`config.mk`:
```
export PLATFORM = sky130hd
export DESIGN_NAME = pngf_queue
export DESIGN_NICKNAME = d
export VERILOG_FILES = /design/src/pngf_pkg.sv /design/src/pngf_queue.sv
export SDC_FILE = /design/constraint.sdc
export NUM_CORES = 1
export LEC_CHECK = 0
export BUFFER_PORTS_ARGS = -buffer_cell sky130_fd_sc_hd__clkbuf_2
export CAP_MARGIN = 10
export CORE_MARGIN = 2
export CORE_UTILIZATION = 30
export CTS_CLUSTER_SIZE = 40
export DETAILED_ROUTE_END_ITERATION = 8
export PLACE_DENSITY = 0.49
export SLEW_MARGIN = 20
export SYNTH_ARGS = -nofsm -noshare
export SYNTH_HDL_FRONTEND = slang
export SYNTH_SLANG_ARGS = --single-unit
```
`constraint.sdc`:
```
create_clock -name clk -period 2.85 [get_ports clk]
set_input_delay 0.285 -clock clk [delete_from_list [all_inputs] [get_ports clk]]
set_output_delay 0.285 -clock clk [all_outputs]
set_load 0.1 [all_outputs]
```
`src/pngf_pkg.sv`:
```
// Shared types and constants of the PNG pixel filter codec.
package pngf_pkg;

    localparam int MAX_ROW_WIDTH = 1024;
    localparam int COL_W         = $clog2(MAX_ROW_WIDTH);
    localparam int ROW_W         = 11;
    localparam int CNT_W         = (COL_W + 1 > ROW_W) ? COL_W + 1 : ROW_W;
    localparam int CFG_IDX_W     = 2;
    localparam int CFG_DATA_W    = 11;
    localparam int QUEUE_DEPTH   = 2;

    typedef enum logic [2:0] {
        FILT_NONE  = 3'd0,
        FILT_SUB   = 3'd1,
        FILT_UP    = 3'd2,
        FILT_AVG   = 3'd3,
        FILT_PAETH = 3'd4
    } filter_t;

    typedef enum logic [CFG_IDX_W-1:0] {
        CFG_DIRECTION   = 2'd0,
        CFG_FILTER_KIND = 2'd1,
        CFG_ROW_WIDTH   = 2'd2
    } cfg_index_t;

    typedef struct packed {
        logic       direction;
        logic [2:0] filter_kind;
        logic [10:0] row_width;
    } cfg_t;

    typedef struct packed {
        logic [7:0] blue;
        logic [7:0] green;
        logic [7:0] red;
    } pixel_t;

    // Classified item handed from the front end to the back end.
    typedef struct packed {
        logic             sof;
        logic             first_row;
        logic             last;
        logic [COL_W-1:0] col;
        pixel_t           pix;
    } item_t;

endpackage

```
`src/pngf_queue.sv`:
```
// Two-entry queue of classified items between front and back ends.
module pngf_queue
    import pngf_pkg::*;
(
    input  logic  clk,
    input  logic  rst_n,
    input  logic  wr,
    input  item_t wr_item,
    input  logic  rd,
    output logic  full,
    output logic  not_empty,
    output item_t rd_item
);

    localparam int PTR_W = $clog2(QUEUE_DEPTH);

    item_t            slot_reg [QUEUE_DEPTH];
    logic [PTR_W-1:0] wr_ptr_reg, wr_ptr_next;
    logic [PTR_W-1:0] rd_ptr_reg, rd_ptr_next;
    logic [PTR_W:0]   count_reg, count_next;

    assign full      = count_reg == (PTR_W+1)'(QUEUE_DEPTH);
    assign not_empty = count_reg != '0;
    assign rd_item   = slot_reg[rd_ptr_reg];

    always_comb
    begin
        wr_ptr_next = wr ? wr_ptr_reg + PTR_W'(1) : wr_ptr_reg;
        rd_ptr_next = rd ? rd_ptr_reg + PTR_W'(1) : rd_ptr_reg;
        count_next  = count_reg + (PTR_W+1)'(wr) - (PTR_W+1)'(rd);
    end

    always_ff @(posedge clk or negedge rst_n)
    begin
        if (!rst_n)
        begin
            wr_ptr_reg <= '0;
            rd_ptr_reg <= '0;
            count_reg  <= '0;
        end
        else
        begin
            wr_ptr_reg <= wr_ptr_next;
            rd_ptr_reg <= rd_ptr_next;
            count_reg  <= count_next;
        end
    end

    always_ff @(posedge clk)
    begin
        if (wr)
            slot_reg[wr_ptr_reg] <= wr_item;
    end

endmodule

```
==> summary.txt <==
STA
  – Fin. max-slew vios: 0
  – Final setup margin: 597 ps
  – RSZ-0062 raised after global routing: no
  – Final period util: 79.1%
  – Worst-Margin Slew: 548 ps
  – Hold Fails Final Rpt: 0
  – Max Fclk: 444 MHz
  – Clk_skew: 10.8 ps
  – Final setup TNS: 0 ps
  – Rel. slew slack: a little under two thirds
  – Final min period: 2250 ps
  – Total setup violations reported at the end of the flow: 0

Clock network
  – CTS tree: built
  – Clock transition at path regs: 80 ps
  – Max clock buf depth: 2
  – Postcts setup bufs: 0
  – Root Buffer: clkbuf_8
  – Clock Latency Late Sink: approximately 340 ps
  – Cts bufs inserted: 9
  – Htree depth: 3
  – Clock sinks: 78

Floorplanning
  – Die W: approximately 100 um
  – Die area: 10600 sq um
  – Die Ht: 103 um
  – Row cnt: 36
  – Ports: 80
  – CORE AREA: between 9000 and 10000 sq um
  – Initial core utilization: 30.6%

Synth
  – Yosys warns: 0
  – Sequential area share after synthesis: between 70% and 80%
  – Synth Cell Area: 2950 sq um
  – Post-synthesis cell type count: 13
  – Register bit total from synthesis: 78
  – Post-Syn Area per Cell: 22.7 sq um
  – Syn nets: 173
  – Mapped Cells: 130

Routing
  – Drt total wl: around 5300 um
  – Drt pass-1 iters: 4
  – Post-route antenna net violation count: 0
  – Via count: approximately 1500
  – DRC: 0
  – Drt wl/cell: approximately 15 um
  – Vias/cell: 4.09
  – Drt first-iter violations: 29

Finish
  – Antenna cells: 0
  – Layout cells sized above 1: 61.5%
  – Max reg flops: 74
  – Design Area, Final: ~3800 sq um
  – Most frequent cells in the layout: 79 x clkbuf_2, 74 x edfxtp_1, 20 x mux2_4
  – Synth-to-layout area growth: 27.5%
  – Commonest non-fill, non-tap cell in the layout: clkbuf_2
  – # nets final: 264

Place
  – IO Port Bufs: 79
  – Area after DPL: 3540 sq um
  – Pre-CTS setup slack: 927 ps
  – Routability Congestion: 0.634

Worst setup path
  – Req. time, crit path: 2570 ps
  – Crit. End Element: primary output
  – CP Data Arrival Time: between 1500 and 2000 ps
  – Critical path peak fanout: 26
  – Crit start category: register
  – Crit Path Class: reg2out

GRT
  – Initial antenna violation count: 0
  – Largest net degree at the start of global routing: 27
  – GRT Residual Overflow: 0
  – First-pass GRT wire length: 7770 um
  – Gr usage total: 10.3%
  – Vias in the first global route: 1533

Flow run
  – Max Cap Violations: 0

Worst hold path
  – HP Class: in2reg

Run status
  – Outcome: finished, final reports clean
[worst max-delay path: stages (launching register included)]
cell,delay [ps]
dfrtp_2,600
buf_12,260
mux2_2,370
clkbuf_2,370
[logic make-up (layout without fill, tap and decap cells)]
| kind of cell | after synthesis | after routing | synth area share [%] |
|---|---|---|---|
| buf+inv | 6 | 102 | 1.57 |
| mux | 37 | 37 | 16.7 |
| fa+ha+maj | 2 | 2 | 0.848 |
| simple gates | 4 | 4 | 0.848 |
| xor+xnor | 3 | 3 | 1.40 |
| flops | 78 | 78 | 78.7 |
[path summary, 6_finish.rpt]
| kind | from | to | slack [ps] | cells past startpoint |
|---|---|---|---|---|
| max in group asynchronous | rst_n | rd_ptr_reg | 2430 | 2 |
| worst max-delay path | rd_ptr_reg | rd_item[25] | 600 | 3 |
| worst min-delay path | wr_item[9] | slot_reg[0][9] | 130 | 1 |
| min in group asynchronous | rst_n | count_reg[0] | 260 | 2 |
| worst max register to register | wr_ptr_reg | slot_reg[1][11] | 1390 | 2 |
| worst min register to register | wr_ptr_reg | wr_ptr_reg | 540 | 1 |
[per-layer routing]
layer  vias to the layer above  part of all wire, %  track usage, %
met5                         -                    0               0
met1                       716                   42            12.4
li1                        688                    -               -
met4                         0                  1.8            5.47
met3                        10                  7.1            3.76
met2                        53                   50            16.1
[per-stage QoR]
step / cells / hold slack, ps / utilization (%)
after floorplan: 130 / -10.6 / -
after global placement: 342 / 104 / 36.7
after global routing: 359 / 101 / 39.0
after detailed placement: 342 / 100 / 36.7
after CTS: 359 / 98.0 / 39.0
final: 359 / 127 / 39.0
[Yosys cell counts]
cell / n / area share [%]
edfxtp_1: 74 / 75
mux2_4: 20 / 10
mux2_2: 17 / 6.5
dfrtp_1: 4 / 3.4
buf_6: 3 / 1.1
ha_1: 2 / 0.85
inv_1: 2 / 0.25
nor2b_1: 2 / 0.42
xor2_1: 2 / 0.59
and2_1: 1 / 0.21
buf_2: 1 / 0.17
or2_2: 1 / 0.21
xor3_1: 1 / 0.81
[repair_timing]
action / CTS / global route
setup endpoints to repair: 0 / 0
hold buffers: 1 / 0
gates resized for setup: 0 / 0
endpoints found under the hold margin: 4 / 0
[area by class of cell]
cell class	instances	area, sq um
sequential	78	2320
fill	936	5880
tap	133	166
inverter	2	7.51
timing repair buffer	84	460
clock inverter	6	86.3
multi-input combinational	46	592
clock buffer	10	128
Power is left out: the tool's default activity adds up to more than one toggle a clock period on the data nets, which glitch-free logic cannot reach.
