$ cat src/pngf_pkg.sv
// Shared types and constants of the PNG pixel filter codec.
package pngf_pkg;

    localparam int MAX_ROW_WIDTH = 1024;
    localparam int COL_W         = $clog2(MAX_ROW_WIDTH);
    localparam int ROW_W         = 11;
    localparam int CNT_W         = (COL_W + 1 > ROW_W) ? COL_W + 1 : ROW_W;
    localparam int CFG_IDX_W     = 2;
    localparam int CFG_DATA_W    = 11;
    localparam int QUEUE_DEPTH   = 2;

    typedef enum logic [2:0] {
        FILT_NONE  = 3'd0,
        FILT_SUB   = 3'd1,
        FILT_UP    = 3'd2,
        FILT_AVG   = 3'd3,
        FILT_PAETH = 3'd4
    } filter_t;

    typedef enum logic [CFG_IDX_W-1:0] {
        CFG_DIRECTION   = 2'd0,
        CFG_FILTER_KIND = 2'd1,
        CFG_ROW_WIDTH   = 2'd2
    } cfg_index_t;

    typedef struct packed {
        logic       direction;
        logic [2:0] filter_kind;
        logic [10:0] row_width;
    } cfg_t;

    typedef struct packed {
        logic [7:0] blue;
        logic [7:0] green;
        logic [7:0] red;
    } pixel_t;

    // Classified item handed from the front end to the back end.
    typedef struct packed {
        logic             sof;
        logic             first_row;
        logic             last;
        logic [COL_W-1:0] col;
        pixel_t           pix;
    } item_t;

endpackage

$ cat src/pngf_front.sv
// Front end: accept pixels, track column and row, classify each item.
module pngf_front
    import pngf_pkg::*;
(
    input  logic       clk,
    input  logic       rst_n,
    input  cfg_t       cfg,
    input  logic       push,
    input  logic       q_full,
    input  logic       start_of_frame,
    input  logic [7:0] in_red,
    input  logic [7:0] in_green,
    input  logic [7:0] in_blue,
    output logic       q_write,
    output item_t      q_item
);

    logic [COL_W-1:0] col_reg, col_next;
    logic             first_reg, first_next;
    logic [CNT_W-1:0] width_eff;
    logic [CNT_W-1:0] row_width_ext;
    logic [COL_W-1:0] x;
    logic             first_row;
    logic             last;

    assign row_width_ext = CNT_W'(cfg.row_width);

    always_comb
    begin
        if (row_width_ext == '0)
            width_eff = CNT_W'(1);
        else if (row_width_ext > CNT_W'(MAX_ROW_WIDTH))
            width_eff = CNT_W'(MAX_ROW_WIDTH);
        else
            width_eff = row_width_ext;
    end

    // Start of frame restarts the position before this pixel is placed
    assign x         = start_of_frame ? '0 : col_reg;
    assign first_row = start_of_frame ? 1'b1 : first_reg;
    assign last      = (CNT_W'(x) + CNT_W'(1)) >= width_eff;

    assign q_write = push && !q_full;

    always_comb
    begin
        q_item.sof       = start_of_frame;
        q_item.first_row = first_row;
        q_item.last      = last;
        q_item.col       = x;
        q_item.pix.red   = in_red;
        q_item.pix.green = in_green;
        q_item.pix.blue  = in_blue;
    end

    always_comb
    begin
        col_next   = col_reg;
        first_next = first_reg;
        if (q_write)
        begin
            if (last)
            begin
                col_next   = '0;
                first_next = 1'b0;
            end
            else
            begin
                col_next   = x + COL_W'(1);
                first_next = first_row;
            end
        end
    end

    always_ff @(posedge clk or negedge rst_n)
    begin
        if (!rst_n)
        begin
            col_reg   <= '0;
            first_reg <= 1'b1;
        end
        else
        begin
            col_reg   <= col_next;
            first_reg <= first_next;
        end
    end

endmodule

$ cat config.mk
export PLATFORM = sky130hd
export DESIGN_NAME = pngf_front
export DESIGN_NICKNAME = d
export VERILOG_FILES = /design/src/pngf_pkg.sv /design/src/pngf_front.sv
export SDC_FILE = /design/constraint.sdc
export NUM_CORES = 1
export LEC_CHECK = 0
export BUFFER_PORTS_ARGS = -buffer_cell sky130_fd_sc_hd__buf_2
export CORE_MARGIN = 2
export CORE_UTILIZATION = 45
export DETAILED_ROUTE_END_ITERATION = 8
export PLACE_DENSITY = 0.81
export SLEW_MARGIN = 20
export SYNTH_ARGS = -nofsm -noshare
export SYNTH_HDL_FRONTEND = slang
export SYNTH_SLANG_ARGS = --single-unit
$ cat constraint.sdc
create_clock -name clk -period 8.2 [get_ports clk]
set_input_delay 0.82 -clock clk [delete_from_list [all_inputs] [get_ports clk]]
set_output_delay 0.82 -clock clk [all_outputs]
set_load 0.1 [all_outputs]
==> results of run 1 <==
[kinds of logic after synthesis]
kind of cell               after synthesis
buffers and inverters                   39
muxes                                    1
adders and majority gates               12
AOI/OAI and AO/OA                       22
and+or+nand+nor                         60
DFF                                     11
xor gates and xnor gates                 8
[synthesized netlist by cell type, drive strengths merged]
cell / instances / area [sq um]
nor4: 2 / 27.5
and3: 2 / 12.5
xor2: 4 / 35.0
nand2b: 4 / 35.0
a21o: 1 / 7.51
nand2: 26 / 97.6
dfstp: 1 / 26.3
nand4: 3 / 18.8
ha: 12 / 150
or3: 1 / 11.3
or2: 1 / 6.26
o31ai: 3 / 32.5
nor2b: 6 / 37.5
o21ai: 8 / 40.0
a211oi: 1 / 7.51
nor2: 4 / 17.5
dfrtp: 10 / 250
clkbuf: 2 / 7.51
and2b: 1 / 7.51
o41ai: 1 / 16.3
xnor2: 4 / 35.0
inv: 6 / 22.5
buf: 29 / 219
nor3: 3 / 15.0
nand3: 7 / 45.0
mux2i: 1 / 10.0
a21oi: 8 / 40.0
clkinv: 2 / 7.51
[path summary, 6_finish.rpt]
| check | start | endpoint | slack [ns] | cells past startpoint |
|---|---|---|---|---|
| worst max-delay path | start_of_frame | q_item[34] | 3.76 | 13 |
| worst min-delay path | rst_n | col_reg[6] | 0.41 | 1 |
| worst max register to register | col_reg[0] | col_reg[3] | 5.19 | 12 |
| worst min register to register | col_reg[4] | col_reg[4] | 0.51 | 2 |
| max in group asynchronous | rst_n | first_reg | 7.52 | 1 |
| min in group clk | col_reg[4] | col_reg[4] | 0.51 | 2 |
[worst register-to-register path, cell delays in order, from the launching register on]
cell and delay, ns:
dfrtp_1 0.37, nor2b_1 0.31, ha_1 0.26, nand4_1 0.13
nor2_2 0.13, and3_1 0.20, xnor2_1 0.15, inv_1 0.07
ha_1 0.30, a21oi_1 0.12, o21ai_0 0.10, or3_4 0.47
o41ai_2 0.29
[power by group through the flow]
stage	Combinational (mW)	Sequential (mW)	Clock, mW
floorplan	0.0968	0.0612	0
global placement	0.0509	0.0616	0
detailed placement	0.0515	0.0618	0
CTS	0.0516	0.0607	0.0405
global route	0.0561	0.0612	0.0431
finish	0.0513	0.0607	0.0384
[metrics by stage]
step           instances  power [mW]  utilization  setup WS, ns  area [sq um]
2_1_floorplan        153       0.158            -          2.67          1240
3_3_place_gp         182       0.112        0.445          3.76          1200
3_5_place_dp         182       0.113        0.445          3.75          1200
4_1_cts              186       0.153        0.455          3.74          1220
5_1_grt              186       0.160        0.455          3.46          1220
6_report             186       0.150        0.455          3.76          1220
[per-layer routing]
layer | vias to the layer above | track usage | share of wire
li1 | 495 | - | -
met1 | 410 | 0.217 | 0.43
met2 | 38 | 0.249 | 0.45
met3 | 10 | 0.0484 | 0.091
met4 | 0 | 0.0646 | 0.021
met5 | - | 0 | 0
[cell type report]
cell class                      instances  share of cell area
Multi-Input combinational cell        103               0.577
Inverter                                8              0.0246
Clock buffer                            4              0.0215
Timing Repair Buffer                   29               0.119
Sequential cell                        11               0.226
Tap cell                               31              0.0317
==> results.py, run 1 <==
metrics = {
    "global_route": {
        "grt_max_degree": 17,
        "grt_pass1_vias": 878,
        "antenna_found_initial": 0,
        "grt_pass1_wl_microns": 4110,
        "overflow": 0,
        "track_usage": 0.164,
    },
    "layout": {
        "diodes": 0,
        "layout_commonest_cell": "buf_2",
        "area_growth_pct": -1.31,
        "mostFrequentLayoutCells": "buf_2 (29), nand2_1 (26), ha_1 (12), dfrtp_1 (10), a21oi_1 (8)",
        "num-fill-cells": 265,
        "nNetsFinal": 212,
        "drive_above_1_share": 0.284,
        "multi_input_area_sq_um": 706,
        "largest_reg_flops": 10,
        "regArea_sq_um": 277,
    },
    "critical_path": {
        "cp.required_ns": 7.38,
        "crit_arrival_ns": 3.62,
        "critPathMaxStageDelay_ns": 0.45,
        "crit_path_top_delay_cell": "buf_2",
        "start_kind": "primary input",
        "crit_type": "in2out",
        "crit_fanout": 16,
        "worstPathCellList": "buf_2 > nor2b_1 > ha_1 > nand4_1 > nor2_2 > and3_1 > xnor2_1 > inv_1 > ha_1 > nand4_1 > a211oi_1 > or3_4 > buf_2",
        "cp_top_family": "simple AND/OR/NAND/NOR gates",
        "critPathCaptureType": "output pin",
        "cp_num_buf_inv": 3,
    },
    "synthesis": {
        "ys_ff_latch": 11,
        "synth_top_family_by_area": "simple AND/OR/NAND/NOR gates",
        "syn_nets": 209,
        "synth_seq_area_share": 0.223,
        "synth_area_sq_um": 1240,
        "synth-xor-area-share": 0.0566,
        "avgSynthCellArea_sq_um": 8.10,
        "synthSimpleGateAreaFrac": 0.268,
        "ys_warn_count": 0,
        "synth_compound_area_frac": 0.116,
        "ys_types": 37,
        "synth_mux_area_frac": 0.00808,
        "syn_inst": 153,
        "yosys.area_share.adder": 0.121,
    },
    "cts": {
        "clockBufferDepth": 2,
        "cts_setup_buffers": 0,
        "cts_sinks": 11,
        "cts_resized": 0,
        "clk_pin_slew_ns": 0.07,
        "numCtsBuffers": 3,
        "cts_root_buf": "clkbuf_4",
        "ctsHtreeMaxLevel": 1,
        "clk_latency_ns": 0.28,
        "cts_tree": "done",
        "hold_buffers": 0,
    },
    "routing": {
        "wl_per_cell_microns": 13.1,
        "wl_microns": 2430,
        "ant_nets": 0,
        "drtIter0Drc": 15,
        "drc": 0,
        "via_count": 953,
        "first_pass_iters": 4,
        "viasPerCell": 5.12,
    },
    "power_and_ir_drop": {
        "p_int_mw": 0.0908,
        "seqPwrFrac": 0.403,
        "power_frac_clock": 0.255,
        "vdd_drop_max_mv": 0.109,
        "leakage_nw": 0.661,
        "pwr-share-comb": 0.341,
        "swShare": 0.396,
        "power_density_nw_per_um2": 123,
        "switchingPower_mw": 0.0595,
    },
    "timing": {
        "max_freq_ghz": 0.225,
        "slew_violations": 0,
        "slew_headroom": 0.584,
        "whs_ns": 0.407,
        "setup_viol": 0,
        "finalCriticalPeriod_ns": 4.44,
        "clock_skew_ns": 0.00504,
        "worst_slew_pin_slew_ns": 0.624,
        "hold_violations": 0,
        "fin_crit_sh": 0.541,
        "rsz0062_at_grt": "false",
        "fin_setup_tns_ns": 0,
    },
    "hold_path": {
        "holdCritPathClass": "in2async",
    },
    "placement": {
        "dp.final_hpwl_microns": 1980,
        "portBuffers": 29,
        "gp_congestion": 0.804,
    },
    "die": {
        "die_w_microns": 56.5,
        "dieArea_sq_um": 3190,
        "io_pins": 82,
        "row_count": 19,
        "die_h_microns": 56.5,
        "start_util": 0.461,
        "core_area_sq_um": 2690,
    },
    "outcome": {
        "status": "completed",
    },
    "flow_run": {
        "drv_cap": 0,
    },
}
(Power assumes the default switching activity.)
==> run 2: changes to the inputs <==
Settings changed: CORE_UTILIZATION 45 to 42, PLACE_DENSITY 0.81 to 0.76.
Clock period 8.2 ns to 4.1 ns, I/O delays scaled along.
==> results.py, run 2 (synthesized netlist as in run 1, its figures left out) <==
metrics = {
    "global_route": {
        "antenna_found_initial": 0,
        "overflow": 0,
        "grt_max_degree": 17,
        "grt_pass1_wl_microns": 4050,
        "grt_pass1_vias": 933,
        "track_usage": 0.156,
    },
    "critical_path": {
        "rr_endpoint": "col_reg[3]",
        "crit_arrival_ns": 3.22,
        "reg2regPathDepth": 12,
        "crit_fanout": 12,
        "start_kind": "flip-flop",
        "critPathCaptureType": "output pin",
        "critPathLaunch": "col_reg[0]",
        "crit_type": "reg2out",
        "cp.required_ns": 3.69,
        "worst_r2r_startpoint": "col_reg[0]",
        "regToRegSetupSlack_ns": 1.15,
    },
    "routing": {
        "first_pass_iters": 4,
        "wl_microns": 2510,
        "drtIter0Drc": 22,
        "via_count": 1017,
        "wl_per_cell_microns": 13.4,
        "drc": 0,
        "viasPerCell": 5.44,
        "ant_nets": 0,
    },
    "layout": {
        "instances_no_fill": 187,
        "mostFrequentLayoutCells": "buf_2 (29), nand2_1 (26), ha_1 (12), dfrtp_1 (10), a21oi_1 (8)",
        "utilization": 0.445,
        "area_growth_pct": -0.101,
        "nNetsFinal": 213,
        "drive_above_1_share": 0.295,
        "diodes": 0,
        "layout_commonest_cell": "buf_2",
        "largest_reg_flops": 10,
    },
    "placement": {
        "dp_cells": 182,
        "portBuffers": 29,
        "gp_congestion": 0.802,
        "dp.final_hpwl_microns": 2000,
    },
    "hold_path": {
        "hold_depth": 2,
        "worstHoldStart": "col_reg[9]",
        "hold_end": "col_reg[9]",
        "holdCritPathClass": "reg2reg",
    },
    "timing": {
        "clock_skew_ns": 0.00646,
        "worst_slew_pin_slew_ns": 0.671,
        "slew_headroom": 0.553,
        "finalCriticalPeriod_ns": 3.63,
        "slew_violations": 0,
        "hold_violations": 0,
        "whs_ns": 0.496,
        "rsz0062_at_grt": "false",
        "fin_crit_sh": 0.885,
        "setup_viol": 0,
        "max_freq_ghz": 0.276,
        "fin_setup_tns_ns": 0,
    },
    "cts": {
        "clk_latency_ns": 0.28,
        "cts_setup_buffers": 0,
        "cts_root_buf": "clkbuf_4",
        "cts_tree": "done",
        "clockBufferDepth": 2,
        "numCtsBuffers": 3,
        "cts_sinks": 11,
        "ctsHtreeMaxLevel": 1,
        "clk_pin_slew_ns": 0.08,
    },
    "die": {
        "dieArea_sq_um": 3400,
        "row_count": 19,
        "die_w_microns": 58.3,
        "start_util": 0.445,
        "die_h_microns": 58.3,
        "io_pins": 82,
        "core_area_sq_um": 2780,
    },
    "power_and_ir_drop": {
        "vdd_drop_max_mv": 0.158,
        "leakage_nw": 0.667,
        "power_density_nw_per_um2": 247,
    },
    "outcome": {
        "status": "completed",
    },
    "flow_run": {
        "drv_cap": 0,
    },
}
run 2: worst max-delay path by stage:
stage	endpoint	slack, ns	cells after the start
floorplan	q_item[34]	0.04	14
global placement	q_item[34]	0.57	13
detailed placement	q_item[34]	0.53	13
CTS	q_item[34]	0.46	12
global route	q_item[34]	0.33	12
finish	q_item[34]	0.47	12
run 2: per-stage QoR:
| stage | area, sq um | setup slack, ns | total power, mW |
|---|---|---|---|
| floorplan | 1240 | 0.0397 | 0.317 |
| global placement | 1200 | 0.574 | 0.227 |
| detailed placement | 1200 | 0.534 | 0.229 |
| CTS | 1240 | 0.456 | 0.309 |
| global route | 1240 | 0.326 | 0.327 |
| finish | 1240 | 0.471 | 0.306 |
run 2: what timing repair did:
item,4_1_cts,5_1_grt
endpoints found under the hold margin,10,0
hold buffers,1,0
gates resized for setup,0,0
run 2: metal layers:
| metal | vias up | share of wire | track usage |
|---|---|---|---|
| li1 | 500 | - | - |
| met1 | 474 | 0.43 | 0.187 |
| met2 | 37 | 0.49 | 0.260 |
| met3 | 6 | 0.071 | 0.0440 |
| met4 | 0 | 0.015 | 0.0698 |
| met5 | - | 0 | 0 |
run 2: critical path, stage by stage, from the launching register on:
cell and delay, ns:
dfrtp_1 0.38, nor2b_2 0.27, ha_1 0.24, nand4_1 0.12, nor2_2 0.15, and3_1 0.20
xnor2_1 0.15, inv_1 0.07, ha_1 0.29, nand4_1 0.10, a211oi_1 0.24, or3_4 0.26
buf_2 0.45
run 2: report_power, final:
group          total (mW)  switching, mW  internal, mW
Combinational       0.105         0.0757        0.0294
Clock              0.0795         0.0418        0.0377
Sequential          0.122        0.00567         0.116
Total               0.306          0.123         0.183
run 2: final cells by class:
| class | instances | area [sq um] |
|---|---|---|
| fill | 281 | 1540 |
| multi-input combinational | 103 | 711 |
| sequential | 11 | 277 |
| timing repair buffer | 30 | 155 |
| tap | 31 | 38.8 |
| inverter | 8 | 30.0 |
| clock buffer | 4 | 26.3 |
==> run 3: changes to the inputs <==
==> constraint.sdc (replaced) <==
create_clock -name clk -period 4.1 [get_ports clk]
set_input_delay 0.41 -clock clk [delete_from_list [all_inputs] [get_ports clk]]
set_output_delay 0.41 -clock clk [all_outputs]
set_load 0.01 [all_outputs]
==> results.py, run 3 (synthesized netlist as in run 1, its figures left out) <==
metrics = {
    "routing": {
        "viasPerCell": 5.25,
        "drc": 0,
        "ant_nets": 0,
        "first_pass_iters": 4,
        "wl_microns": 2500,
        "via_count": 982,
        "drtIter0Drc": 29,
        "wl_per_cell_microns": 13.4,
    },
    "cts": {
        "numCtsBuffers": 3,
        "clk_latency_ns": 0.28,
        "ctsHtreeMaxLevel": 1,
        "cts_root_buf": "clkbuf_4",
        "clockBufferDepth": 2,
        "cts_tree": "done",
        "clk_pin_slew_ns": 0.07,
        "cts_sinks": 11,
    },
    "timing": {
        "setup_viol": 0,
        "max_freq_ghz": 0.284,
        "slew_violations": 0,
        "fin_crit_sh": 0.858,
        "clock_skew_ns": 0.00159,
        "slew_headroom": 0.577,
        "hold_violations": 0,
        "fin_setup_tns_ns": 0,
        "worst_slew_pin_slew_ns": 0.635,
        "finalCriticalPeriod_ns": 3.52,
        "rsz0062_at_grt": "false",
    },
    "global_route": {
        "grt_max_degree": 17,
        "track_usage": 0.158,
        "overflow": 0,
        "grt_pass1_vias": 976,
        "grt_pass1_wl_microns": 4210,
        "antenna_found_initial": 0,
    },
    "placement": {
        "dp.final_hpwl_microns": 1980,
        "portBuffers": 29,
        "dp_cells": 182,
        "gp_congestion": 0.837,
    },
    "critical_path": {
        "critPathMaxStageDelay_ns": 0.46,
        "critPathCaptureType": "output pin",
        "crit_fanout": 12,
        "cp.required_ns": 3.69,
        "path_common_cell": "ha_1",
        "crit_type": "reg2out",
        "crit_path_top_delay_cell": "or3_4",
        "worstPathCellList": "nor2b_1 > ha_1 > nand4_1 > nor2_2 > and3_1 > xnor2_1 > inv_1 > ha_1 > a21oi_1 > o21ai_0 > or3_4 > buf_2",
        "start_kind": "flip-flop",
        "crit_arrival_ns": 3.11,
    },
    "power_and_ir_drop": {
        "vdd_drop_max_mv": 0.186,
        "power_frac_clock": 0.291,
        "seqPwrFrac": 0.454,
        "leakage_nw": 0.666,
        "p_int_mw": 0.183,
        "pwr-share-comb": 0.254,
        "power_density_nw_per_um2": 217,
        "switchingPower_mw": 0.0846,
        "swShare": 0.316,
    },
    "die": {
        "die_w_microns": 58.3,
        "row_count": 19,
        "start_util": 0.445,
        "core_area_sq_um": 2780,
        "io_pins": 82,
        "die_h_microns": 58.3,
        "dieArea_sq_um": 3400,
    },
    "layout": {
        "largest_reg_flops": 10,
        "num-fill-cells": 291,
        "layout_commonest_cell": "buf_2",
        "diodes": 0,
        "mostFrequentLayoutCells": "buf_2 (29), nand2_1 (26), ha_1 (12), dfrtp_1 (10), a21oi_1 (8)",
        "nNetsFinal": 213,
        "drive_above_1_share": 0.282,
        "area_growth_pct": -0.505,
        "instances_no_fill": 187,
    },
    "flow_run": {
        "drv_cap": 0,
    },
    "hold_path": {
        "holdCritPathClass": "reg2reg",
    },
    "outcome": {
        "status": "completed",
    },
}
run 3: cell counts in the layout (fill, tap and decap cells not counted):
No cell type changed its count.
run 3: per-stage QoR:
| stage | total power [mW] | hold WS (ns) | utilization | setup WS (ns) | instance area, sq um |
|---|---|---|---|---|---|
| 3_3_place_gp | 0.188 | 0.294 | 0.430 | 0.664 | 1200 |
| 4_1_cts | 0.271 | 0.508 | 0.443 | 0.567 | 1230 |
| 3_5_place_dp | 0.191 | 0.299 | 0.430 | 0.654 | 1200 |
| 2_1_floorplan | 0.193 | 0.114 | - | 0.788 | 1240 |
| 5_1_grt | 0.287 | 0.555 | 0.443 | 0.368 | 1230 |
| 6_report | 0.267 | 0.508 | 0.443 | 0.581 | 1230 |
run 3: final cells by class:
| class | instances | area (sq um) | area share |
|---|---|---|---|
| Inverter | 8 | 30.0 | 0.0244 |
| Tap cell | 31 | 38.8 | 0.0315 |
| Sequential cell | 11 | 277 | 0.224 |
| Clock buffer | 4 | 26.3 | 0.0213 |
| Multi-Input combinational cell | 103 | 706 | 0.573 |
| Timing Repair Buffer | 30 | 155 | 0.126 |
run 3: layer usage:
layer / vias up / wire length, microns / track usage
met4: 0 / 75 / 0.0664
met3: 16 / 167 / 0.0484
met2: 34 / 1090 / 0.247
met5: - / 0 / 0
met1: 433 / 1160 / 0.200
li1: 499 / - / -
run 3: power by group through the flow:
stage / logic, mW / clock network, mW / registers, mW
after global placement: 0.0651 / 0 / 0.123
after floorplan: 0.0702 / 0 / 0.122
after detailed placement: 0.0678 / 0 / 0.124
final: 0.0680 / 0.0779 / 0.121
after global routing: 0.0770 / 0.0875 / 0.123
after CTS: 0.0689 / 0.0805 / 0.121
run 3: worst paths after layout:
check	startpoint	to	depth (start not counted)	slack, ns
max	col_reg[0]	q_item[34]	12	0.58
min in group asynchronous	rst_n	col_reg[5]	2	0.55
max in group asynchronous	rst_n	first_reg	2	3.29
max reg2reg	col_reg[0]	col_reg[3]	12	1.06
min reg2reg	col_reg[9]	col_reg[9]	2	0.51
min	col_reg[9]	col_reg[9]	2	0.51
run 3: timing repair:
action	4_1_cts	5_1_grt
hold buffers	1	0
hold endpoints to repair	5	0
gates resized for setup	0	0
buffers inserted	0	0
run 3: worst max-delay path: cells and delay by family (launching register included):
family | cells | cell delay [ns]
flops | 1 | 0.38
compound gates | 2 | 0.21
buf+inv | 2 | 0.25
fa+ha+maj | 2 | 0.57
simple gates | 5 | 1.26
xor+xnor | 1 | 0.16
